`config.mk`:
```
export PLATFORM = sky130hd
export DESIGN_NAME = preemptive_priority_scheduler
export DESIGN_NICKNAME = d
export VERILOG_FILES = /design/src/rtl/core/pps_pkg.sv /design/src/rtl/core/pps_pick_unit.sv /design/src/rtl/core/preemptive_priority_scheduler.sv
export SDC_FILE = /design/constraint.sdc
export NUM_CORES = 2
export LEC_CHECK = 0
export ABC_CLOCK_PERIOD_IN_PS = 5300
export BUFFER_PORTS_ARGS = -buffer_cell sky130_fd_sc_hd__buf_2
export CORE_MARGIN = 1
export CORE_UTILIZATION = 45
export CTS_BUF_LIST = sky130_fd_sc_hd__clkbuf_16
export CTS_CLUSTER_SIZE = 24
export DETAILED_ROUTE_END_ITERATION = 10
export SLEW_MARGIN = 15
export SYNTH_ARGS = -nofsm -noshare
export SYNTH_HDL_FRONTEND = slang
export SYNTH_SLANG_ARGS = --single-unit
export TNS_END_PERCENT = 20
```
`constraint.sdc`:
```
create_clock -name i_clk -period 5.3 [get_ports i_clk]
set_input_delay 0.53 -clock i_clk [delete_from_list [all_inputs] [get_ports i_clk]]
set_output_delay 0.53 -clock i_clk [all_outputs]
set_load 0.005 [all_outputs]
```
`src/rtl/core/pps_pkg.sv`:
```
// Shared types and constants for the preemptive priority scheduler.
// No dependencies; every module of the block imports this package.
package pps_pkg;

    localparam int CMD_W   = 2;
    localparam int SLOT_W  = 4;
    localparam int TIME_W  = 16;
    localparam int PRIO_W  = 8;
    localparam int CLOCK_W = 32;

    typedef enum logic [CMD_W-1:0] {
        CMD_LOAD  = 2'd0,
        CMD_TICK  = 2'd1,
        CMD_CLEAR = 2'd2,
        CMD_NONE  = 2'd3
    } t_cmd;

    typedef enum logic [2:0] {
        ST_IDLE,
        ST_SCAN,
        ST_DRAIN,
        ST_UPDATE,
        ST_FINISH
    } t_state;

    // One process slot as it is kept in the slot table.
    typedef struct packed {
        logic [TIME_W-1:0] arrival;
        logic [TIME_W-1:0] burst;
        logic [TIME_W-1:0] remaining;
        logic [PRIO_W-1:0] prio;
    } t_entry;

endpackage

```
`src/rtl/core/pps_pick_unit.sv`:
```
// Shared comparator that keeps the best ready candidate seen during a table scan.
// Depends on pps_pkg for the slot entry type.
module pps_pick_unit
    import pps_pkg::*;
#(
    parameter int IDX_W = 4
) (
    input  logic             i_clk,
    input  logic             i_rst_n,
    input  logic             i_start_scan,
    input  logic             i_cand_v,
    input  logic             i_cand_ready,
    input  logic [IDX_W-1:0] i_cand_idx,
    input  t_entry           i_cand,
    output logic             o_found,
    output logic [IDX_W-1:0] o_best_idx,
    output t_entry           o_best
);

    logic             r_found;
    logic [IDX_W-1:0] r_best_idx;
    t_entry           r_best;
    logic             beats;
    logic             take;

    // Higher priority wins; equal priority goes to the earlier arrival.
    // A full tie keeps the earlier (lower) slot because the scan ascends.
    always_comb begin
        beats = (i_cand.prio > r_best.prio) ||
                ((i_cand.prio == r_best.prio) && (i_cand.arrival < r_best.arrival));
        take  = i_cand_v && i_cand_ready && (!r_found || beats);
    end

    always_ff @(posedge i_clk) begin
        if (!i_rst_n) begin
            r_found <= 1'b0;
        end else if (i_start_scan) begin
            r_found <= 1'b0;
        end else if (take) begin
            r_found <= 1'b1;
        end
    end

    always_ff @(posedge i_clk) begin
        if (take) begin
            r_best_idx <= i_cand_idx;
            r_best     <= i_cand;
        end
    end

    assign o_found    = r_found;
    assign o_best_idx = r_best_idx;
    assign o_best     = r_best;

endmodule

```
`src/rtl/core/preemptive_priority_scheduler.sv`:
```
// Top level of the preemptive priority scheduler: command decode, slot table,
// scan sequencer and result registers. Depends on pps_pkg and pps_pick_unit.
//
//  Channel   Handshake                 Payload
//  --------  ------------------------  --------------------------------------------
//  command   i_start high, o_busy low  i_cmd, i_slot, i_arrival, i_burst,
//                                      i_priority_req
//  result    o_res_strobe, one cycle   o_busy_res, o_running_slot, o_finished,
//                                      o_finish_time, o_turnaround, o_waiting,
//                                      o_all_done, o_clock_now
//
// Load, clear and unused command beats complete at the edge that accepts them and
// never raise o_busy. A tick beat holds o_busy through the scan and the states after
// it: the slot table is a single-port memory, so the scan reads one slot per cycle
// into one shared comparator, then passes through a drain, an update and a result
// state. The result strobe rises in the same cycle that o_busy drops. The receiver
// cannot stall; each result beat is shown for exactly one cycle. Reset is
// synchronous and active low; it clears the live bits, the clock and the
// sequencer, and the table contents are left as they are since every read of
// them is gated by a live bit.
module preemptive_priority_scheduler
    import pps_pkg::*;
#(
    parameter int SLOTS = 16
) (
    input  logic                i_clk,
    input  logic                i_rst_n,
    input  logic                i_start,
    output logic                o_busy,
    input  logic [CMD_W-1:0]    i_cmd,
    input  logic [SLOT_W-1:0]   i_slot,
    input  logic [TIME_W-1:0]   i_arrival,
    input  logic [TIME_W-1:0]   i_burst,
    input  logic [PRIO_W-1:0]   i_priority_req,
    output logic                o_res_strobe,
    output logic                o_busy_res,
    output logic [SLOT_W-1:0]   o_running_slot,
    output logic                o_finished,
    output logic [CLOCK_W-1:0]  o_finish_time,
    output logic [CLOCK_W-1:0]  o_turnaround,
    output logic [CLOCK_W-1:0]  o_waiting,
    output logic                o_all_done,
    output logic [CLOCK_W-1:0]  o_clock_now
);

    localparam int IW = $clog2(SLOTS);

    // Slot table. Entries are only meaningful where the matching live bit or a
    // previous load says so, hence no reset on the array.
    t_entry r_mem [SLOTS];

    // A slot is live when it is loaded and still has time left. This covers both
    // the ready test of the scan and the all-done flag.
    logic [SLOTS-1:0] r_live, n_live;
    logic [CLOCK_W-1:0] r_clock, n_clock;

    t_state r_state, n_state;
    logic [IW-1:0] r_addr, n_addr;
    logic          r_rd_v, n_rd_v;
    logic [IW-1:0] r_rd_idx;
    t_entry        r_rd_data;

    logic accept;
    t_cmd cmd;
    logic [IW+SLOT_W-1:0] slot_ext;
    logic                 slot_ok;
    logic [IW-1:0]        load_idx;

    logic          start_scan;
    logic          cand_ready;
    logic          found;
    logic [IW-1:0] best_idx;
    t_entry        best;

    logic          mem_we;
    logic [IW-1:0] mem_waddr;
    t_entry        mem_wdata;

    logic [TIME_W-1:0] rem_dec;

    // Values carried from the update cycle to the result cycle.
    logic                r_found, r_done;
    logic [IW-1:0]       r_pick;
    logic [CLOCK_W-1:0]  r_tat;
    logic [TIME_W-1:0]   r_burst;

    logic [IW+SLOT_W-1:0] pick_ext;

    assign accept   = i_start && !o_busy;
    assign cmd      = t_cmd'(i_cmd);
    assign slot_ext = {{IW{1'b0}}, i_slot};
    assign slot_ok  = (32'(i_slot) < 32'(SLOTS));
    assign load_idx = slot_ext[IW-1:0];
    assign o_busy   = (r_state != ST_IDLE);
    assign rem_dec  = best.remaining - TIME_W'(1);

    // Sequencer: next state, scan address and the live-bit / clock updates.
    always_comb begin
        n_state    = r_state;
        n_addr     = r_addr;
        n_rd_v     = 1'b0;
        n_live     = r_live;
        n_clock    = r_clock;
        start_scan = 1'b0;
        mem_we     = 1'b0;
        mem_waddr  = load_idx;
        mem_wdata  = '{arrival: i_arrival, burst: i_burst,
                       remaining: i_burst, prio: i_priority_req};
        unique case (r_state)
            ST_IDLE: begin
                if (accept) begin
                    unique case (cmd)
                        CMD_LOAD: begin
                            if (slot_ok) begin
                                mem_we           = 1'b1;
                                n_live[load_idx] = (i_burst != '0);
                            end
                        end
                        CMD_TICK: begin
                            start_scan = 1'b1;
                            n_addr     = '0;
                            n_state    = ST_SCAN;
                        end
                        CMD_CLEAR: begin
                            n_live  = '0;
                            n_clock = '0;
                        end
                        CMD_NONE: begin
                        end
                        default: begin
                        end
                    endcase
                end
            end
            ST_SCAN: begin
                n_rd_v = 1'b1;
                n_addr = r_addr + IW'(1);
                if (r_addr == IW'(SLOTS - 1)) begin
                    n_state = ST_DRAIN;
                end
            end
            ST_DRAIN: begin
                // The last slot read is compared in this cycle.
                n_state = ST_UPDATE;
            end
            ST_UPDATE: begin
                if (r_clock != '1) begin
                    n_clock = r_clock + CLOCK_W'(1);
                end
                if (found) begin
                    mem_we    = 1'b1;
                    mem_waddr = best_idx;
                    mem_wdata = '{arrival: best.arrival, burst: best.burst,
                                  remaining: rem_dec, prio: best.prio};
                    n_live[best_idx] = (rem_dec != '0);
                end
                n_state = ST_FINISH;
            end
            ST_FINISH: begin
                n_state = ST_IDLE;
            end
            default: begin
                n_state = ST_IDLE;
            end
        endcase
    end

    always_ff @(posedge i_clk) begin
        if (!i_rst_n) begin
            r_state <= ST_IDLE;
            r_rd_v  <= 1'b0;
            r_live  <= '0;
            r_clock <= '0;
        end else begin
            r_state <= n_state;
            r_rd_v  <= n_rd_v;
            r_live  <= n_live;
            r_clock <= n_clock;
        end
    end

    always_ff @(posedge i_clk) begin
        r_addr <= n_addr;
    end

    // Single-port table: one write and one registered read per cycle.
    always_ff @(posedge i_clk) begin
        if (mem_we) begin
            r_mem[mem_waddr] <= mem_wdata;
        end
        r_rd_data <= r_mem[r_addr];
        r_rd_idx  <= r_addr;
    end

    // A slot is ready when it is live and has arrived by the current clock.
    assign cand_ready = r_live[r_rd_idx] &&
                        ({{(CLOCK_W-TIME_W){1'b0}}, r_rd_data.arrival} <= r_clock);

    pps_pick_unit #(
        .IDX_W (IW)
    ) u_pick (
        .i_clk        (i_clk),
        .i_rst_n      (i_rst_n),
        .i_start_scan (start_scan),
        .i_cand_v     (r_rd_v),
        .i_cand_ready (cand_ready),
        .i_cand_idx   (r_rd_idx),
        .i_cand       (r_rd_data),
        .o_found      (found),
        .o_best_idx   (best_idx),
        .o_best       (best)
    );

    // Update cycle: the turnaround subtract is done here against the advanced
    // clock; the waiting subtract follows in the result cycle.
    always_ff @(posedge i_clk) begin
        if (r_state == ST_UPDATE) begin
            r_found <= found;
            r_pick  <= best_idx;
            r_done  <= found && (rem_dec == '0);
            r_tat   <= n_clock - {{(CLOCK_W-TIME_W){1'b0}}, best.arrival};
            r_burst <= best.burst;
        end
    end

    assign pick_ext = {{SLOT_W{1'b0}}, r_pick};

    // Result registers. Waiting floors at zero, which only matters once the
    // clock has saturated.
    always_ff @(posedge i_clk) begin
        if (!i_rst_n) begin
            o_res_strobe <= 1'b0;
        end else begin
            o_res_strobe <= (r_state == ST_FINISH);
        end
    end

    always_ff @(posedge i_clk) begin
        if (r_state == ST_FINISH) begin
            o_busy_res     <= r_found;
            o_running_slot <= r_found ? pick_ext[SLOT_W-1:0] : '0;
            o_finished     <= r_done;
            o_finish_time  <= r_done ? r_clock : '0;
            o_turnaround   <= r_done ? r_tat : '0;
            if (r_done && (r_tat >= {{(CLOCK_W-TIME_W){1'b0}}, r_burst})) begin
                o_waiting <= r_tat - {{(CLOCK_W-TIME_W){1'b0}}, r_burst};
            end else begin
                o_waiting <= '0;
            end
            o_all_done     <= ~|r_live;
            o_clock_now    <= r_clock;
        end
    end

endmodule
```
# == Yosys cells after proc, flatten, opt, wreduce, memory -nomap -nowiden ==
# Memory sizes are Yosys's and may differ from the RTL's. A register that Yosys moved wholly into a read port is not among the register bits.
# Cells that the tools add are included.
# classes
reduce_logical,27
n_eq_ne,14
bitwise,1
n_addsub,5
n_mux,37
n_lt_le_gt_ge,9
# op_table
operator,count
56-bit 2-to-1 mux,2
32-bit 2-to-1 mux,3
16-bit one-hot mux with 2 select lines,2
32-bit one-hot mux with 2 select lines,1
32-bit by 16-bit subtractor with 32-bit output,2
32-bit by 1-bit adder with 32-bit output (second input constant),1
16-bit bitwise mux,2
32-bit by 16-bit greater-or-equal comparator with 1-bit output,1
16-bit by 32-bit less-or-equal comparator with 1-bit output,1
16-bit 2-to-1 mux,2
32-bit inequality test (second input constant),1
16-bit nonzero test,2
16-bit zero test,1
16-bit < comparator,1
4-bit 2-to-1 mux,4
16-bit OR reduction,1
16-bit by 1-bit subtractor with 16-bit output (second input constant),1
4-bit by 5-bit < comparator with 1-bit output (second input constant),3
1-bit 2-to-1 mux,12
3-bit one-hot mux with 4 select lines,1
1-bit logical AND,9
3-bit 2-to-1 mux,3
1-bit demux with 4-bit select,2
8-bit equality test,1
other kinds (25),34
# word_totals
inputBits,49
mem_count,1
output_inout_bits,137
ram_bits,896
register_bits,311
word_cells,120
# memory_table
name,depth,word_bits,read_ports,rd_ports_with_merged_regs,wr,line,source
r_mem,16,56,1,1,1,preemptive_priority_scheduler.sv:50,t_entry r_mem [SLOTS];

# == Longest topological paths before layout ==
# logic_depth
word_depth,8
mapped_depth,18
ltp_nobuf,16

# == Modules after synthesis ==
# Synthesis repeated with hierarchy kept, for this count alone.
# hier_totals
hier_cells,2849
hier_area_um2,51069.0
# modules_own_cells
mod,area_per_inst_um2,seq_area_each_um2,cells_per_inst,n_inst
preemptive_priority_scheduler,48616.6,34963.5,2703,1
pps_pick_unit,2452.4,1821.7,146,1

# == Worst setup path after synthesis ==
# Ideal clock, no wire load.
# synth_timing
path_kind,reg-to-reg
from,register r_state[0]
to,"register r_tat[28], data pin"
period_less_slack_ps,5217
setup_time_ps,264
t_arrival_ps,4953
path_stages_with_launch,18
n_path_buf,4
path_slack_ps,83
path_cell_list,dfxtp_1 clkbuf_1 nand3b_1 clkbuf_1 inv_1 clkbuf_1 clkbuf_1 a21oi_1 nor3_1 ha_1 nor2b_1 o31a_1 o21a_1 a21oi_1 o21a_1 o211ai_1 nor4_1 xnor2_1
# synth_between
elab_chain_len,6
elab_cells_between_ends,8
classes_between,add/sub (1); eq/ne (1); mux (2); reduce/logical (4)
# synth_rtl
item,line,source
start: declaration,preemptive_priority_scheduler.sv:57,"t_state r_state, n_state;"
start signal: assignment,preemptive_priority_scheduler.sv:175,r_state <= n_state;
3-bit nonzero test,preemptive_priority_scheduler.sv:94,assign o_busy = (r_state != ST_IDLE);
1-bit zero test,preemptive_priority_scheduler.sv:89,assign accept = i_start && !o_busy;
1-bit logical AND,preemptive_priority_scheduler.sv:89,
32-bit 2-to-1 mux,preemptive_priority_scheduler.sv:111,if (accept) begin
32-bit one-hot mux with 2 select lines (*),preemptive_priority_scheduler.sv:109,unique case (r_state)
via n_clock[2],preemptive_priority_scheduler.sv:55,"logic [CLOCK_W-1:0] r_clock, n_clock;"
32-bit by 16-bit subtractor with 32-bit output (*),preemptive_priority_scheduler.sv:221,"r_tat <= n_clock - {{(CLOCK_W-TIME_W){1'b0}}, best.arrival};"
end signal: assignment,preemptive_priority_scheduler.sv:221,
end: declaration,preemptive_priority_scheduler.sv:84,logic [CLOCK_W-1:0] r_tat;
# Mark *: on every way through the listed nets, which the timed path passes. The rest lies on a longest branch.
# A chain may end at the register's enable or synchronous reset.

# == Worst setup path in the final report ==
# layout_timing
from,register r_clock[24]
to,"register r_tat[28], data pin"
# layout_between
elab_chain_len,4
elab_cells_between_ends,7
classes_between,add/sub (2); eq/ne (1); mux (4)
# layout_rtl
item,line,source
start: declaration,preemptive_priority_scheduler.sv:55,
start signal: assignment,preemptive_priority_scheduler.sv:178,r_clock <= n_clock;
32-bit inequality test,preemptive_priority_scheduler.sv:147,if (r_clock != '1) begin
32-bit 2-to-1 mux,preemptive_priority_scheduler.sv:147,
32-bit one-hot mux with 2 select lines,preemptive_priority_scheduler.sv:109,
via n_clock[7],preemptive_priority_scheduler.sv:55,
32-bit by 16-bit subtractor with 32-bit output,preemptive_priority_scheduler.sv:221,
# The timed path passes the listed nets, and every way through them passes these cells.

==> impl_metrics.yaml <==
routing:
  wl_per_cell_um: 26.5
  route.detailed.drc: 0
  viasPerCell: 5.74
  routed_wl_um: 124000
  drt-pass1-iter-count: 5
  ant_nets: 0
  vias: 26900
  drtIter0Drc: 2524
global_routing:
  grt_max_degree: 130
  grt_pass1_wl_um: 183000
  antenna_found_initial: 5
  grt_pass1_vias: 27400
  gr-total-overflow: 0
  gr-usage-all-layers: 0.221
timing:
  setup_viol: 0
  rsz0062_at_grt: "no"
  tns_ps: 0
  fmax_mhz: 209
  drv_slew: 0
  post-route-period-util: 0.901
  slew_headroom: 0.223
  hold_viol_final: 0
  fin_worst_skew_ps: 34.1
  worst_pin_slew_ps: 1160
  fin_crit_ps: 4780
worst_setup_path:
  critPathTopFamily: "simple AND/OR/NAND/NOR gates"
  crit_path_max_fanout: 10
  criticalPathCategory: "reg -> reg"
  crit_required_ps: 5780
  r2r_start: "r_clock[24]"
  end_kind: "flip-flop"
  crit_slowest_cell: "nor4_1"
  path_buf_inv: 0
  crit_chain: "nand4_1 > nor4_1 > a21oi_1 > and3_1 > nand2_1 > o21ai_0 > ha_1 > or4_1 > o21a_1 > a21oi_1 > o21a_1 > o211ai_1 > nor4_1 > xnor2_1"
  setup.worst_path.start: "r_clock[24]"
  cp_slowest_stage_delay_ps: 670
  critical_path_arrival_ps: 5250
  start_kind: "flip-flop"
yosys:
  yosys.area.top_type: "edfxtp_1"
  syn_nets: 2924
  synth_async_sr_flop_share: 0
  synth_common_cells: "edfxtp_1 (1149), mux4_2 (285), nand2_1 (137)"
  ys_seq_area_frac: 0.727
  synth_edf_count: 1149
  yosysWarnings: 0
  ys_types: 72
  yosysMostFrequentCell: "edfxtp_1"
  synth_area_um2: 50600
  ys_dominant_reg_cell: "edfxtp_1"
  yosys.area.top_type_share: 0.681
  syn_inst: 2798
  ys_seq_elements: 1263
  synthTopCellsByArea: "edfxtp_1 (68%), mux4_2 (13%), dfxtp_1 (4.5%), ha_1 (1.9%), and2_1 (1.4%)"
  avgSynthCellArea_um2: 18.1
layout:
  drive_gt1_frac: 0.249
  final_nets: 3211
  diodes: 0
  area_delta_synth_final_pct: 15.4
  fill_cells: 8867
placement:
  dp_hpwl_um: 76100
  place_congestion: 0.962
  portBuffers: 185
pwr:
  ir_drop_uv: 284
  power_leakage_nw: 19.6
  total_power_w: 0.0209
  p_per_area_nw_per_um2: 357
clock_tree:
  cts_root_buf: "clkbuf_16"
  cts_buffers: 134
  cts_setup_buffers: 0
  cts_max_path_buffers: 3
  clk_latency_ps: 750
  cts_tree: "yes"
  ctsResizeCount: 0
  ctsHoldBuffers: 0
  cts.sinks: 1263
  cts_max_level: 4
  clk_pin_slew_ps: 60
floorplan:
  die-area_um2: 114000
  pin_count: 186
  fp.coreArea_um2: 111000
  die_h_um: 337
  num_rows: 122
  initial_core_util: 0.456
  die_width_um: 337
run_status:
  outcome: "completed"
job:
  drv_cap: 0
hold_path:
  min-delay-start: "i_start"
  min_path_type: "in -> reg"
## final cells by class
type,instances,area (um2),share of cell area
multi-input combinational,1321,13200,0.225
clock buffer,139,3480,0.0595
sequential,1263,36800,0.630
clock inverter,105,793,0.0136
inverter,85,319,0.00546
tap,1488,1860,0.0319
timing repair buffer,280,2010,0.0345
## per-layer routing
layer	part of all wire	track usage
met5	0	0
met4	0.028	0.0731
met3	0.057	0.0410
met2	0.49	0.364
met1	0.43	0.298
## worst paths after layout
check	to	cells after the start	slack, ps
setup reg to reg	r_tat[28]	14	520
hold / removal	r_state[0]	3	140
hold reg to reg	u_pick.o_best[37]	0	410
setup / recovery	r_tat[28]	14	520
## cell families after synthesis
kind of cell,Yosys count,share of synthesized area
buffers and inverters,214,0.0162
AND/OR/NAND/NOR,587,0.0604
XOR/XNOR,66,0.0114
adder cells (fa/ha/maj),77,0.0193
flip-flops,1263,0.727
AO/OA/AOI/OAI,288,0.0356
multiplexers,303,0.131
## flip-flops by register name (all words and copies together), names as in the netlist, 16 cells and up
name / flops
r_mem: 896
r_rd_data: 56
u_pick.o_best: 56
o_clock_now: 32
o_finish_time: 32
o_turnaround: 32
o_waiting: 32
r_clock: 32
r_tat: 32
r_burst: 16
r_live: 16
## where the power goes
| group | internal (W) | total (W) | switching (W) | leakage, nW |
|---|---|---|---|---|
| Combinational | 0.000357 | 0.000806 | 0.000449 | 6.11 |
| Sequential | 0.0109 | 0.0110 | 0.0000564 | 11.3 |
| Clock | 0.00525 | 0.00906 | 0.00381 | 2.21 |
## placed cells by master, fill, tap and decap left out, drive strengths merged, types with 11 or more instances in the layout
cell / instances
edfxtp: 1149
xnor2: 40
o21ai: 92
nand2b: 16
nand3: 41
nand4: 26
nand2: 137
mux2i: 12
o22ai: 11
nor2b: 19
ha: 75
buf: 280
mux4: 285
nor4: 29
dfxtp: 114
clkbuf: 139
nor2: 103
a21oi: 76
a31oi: 18
and2: 111
inv: 124
and3: 14
xor2: 26
a21o: 19
nor3: 41
clkinv: 53
## stage by stage
step	setup slack, ps	instance area [um2]	utilization	instances	hold slack [ps]
final	525	58400	0.526	4681	137
after global routing	425	58400	0.526	4681	140
after CTS	671	58400	0.525	4678	81.9
after detailed placement	699	54100	0.487	4434	389
after global placement	820	54100	0.487	4434	386
after floorplan	83.4	50600	-	2798	346
## worst register-to-register path, delay by kind of cell (launching register included)
family | cells | cell delay [ps]
DFF | 1 | 500
and+or+nand+nor | 6 | 2230
xor gates and xnor gates | 1 | 100
adders and majority gates | 1 | 270
AOI/OAI and AO/OA | 6 | 1430
No activity file was read; power rests on OpenSTA's default activity.
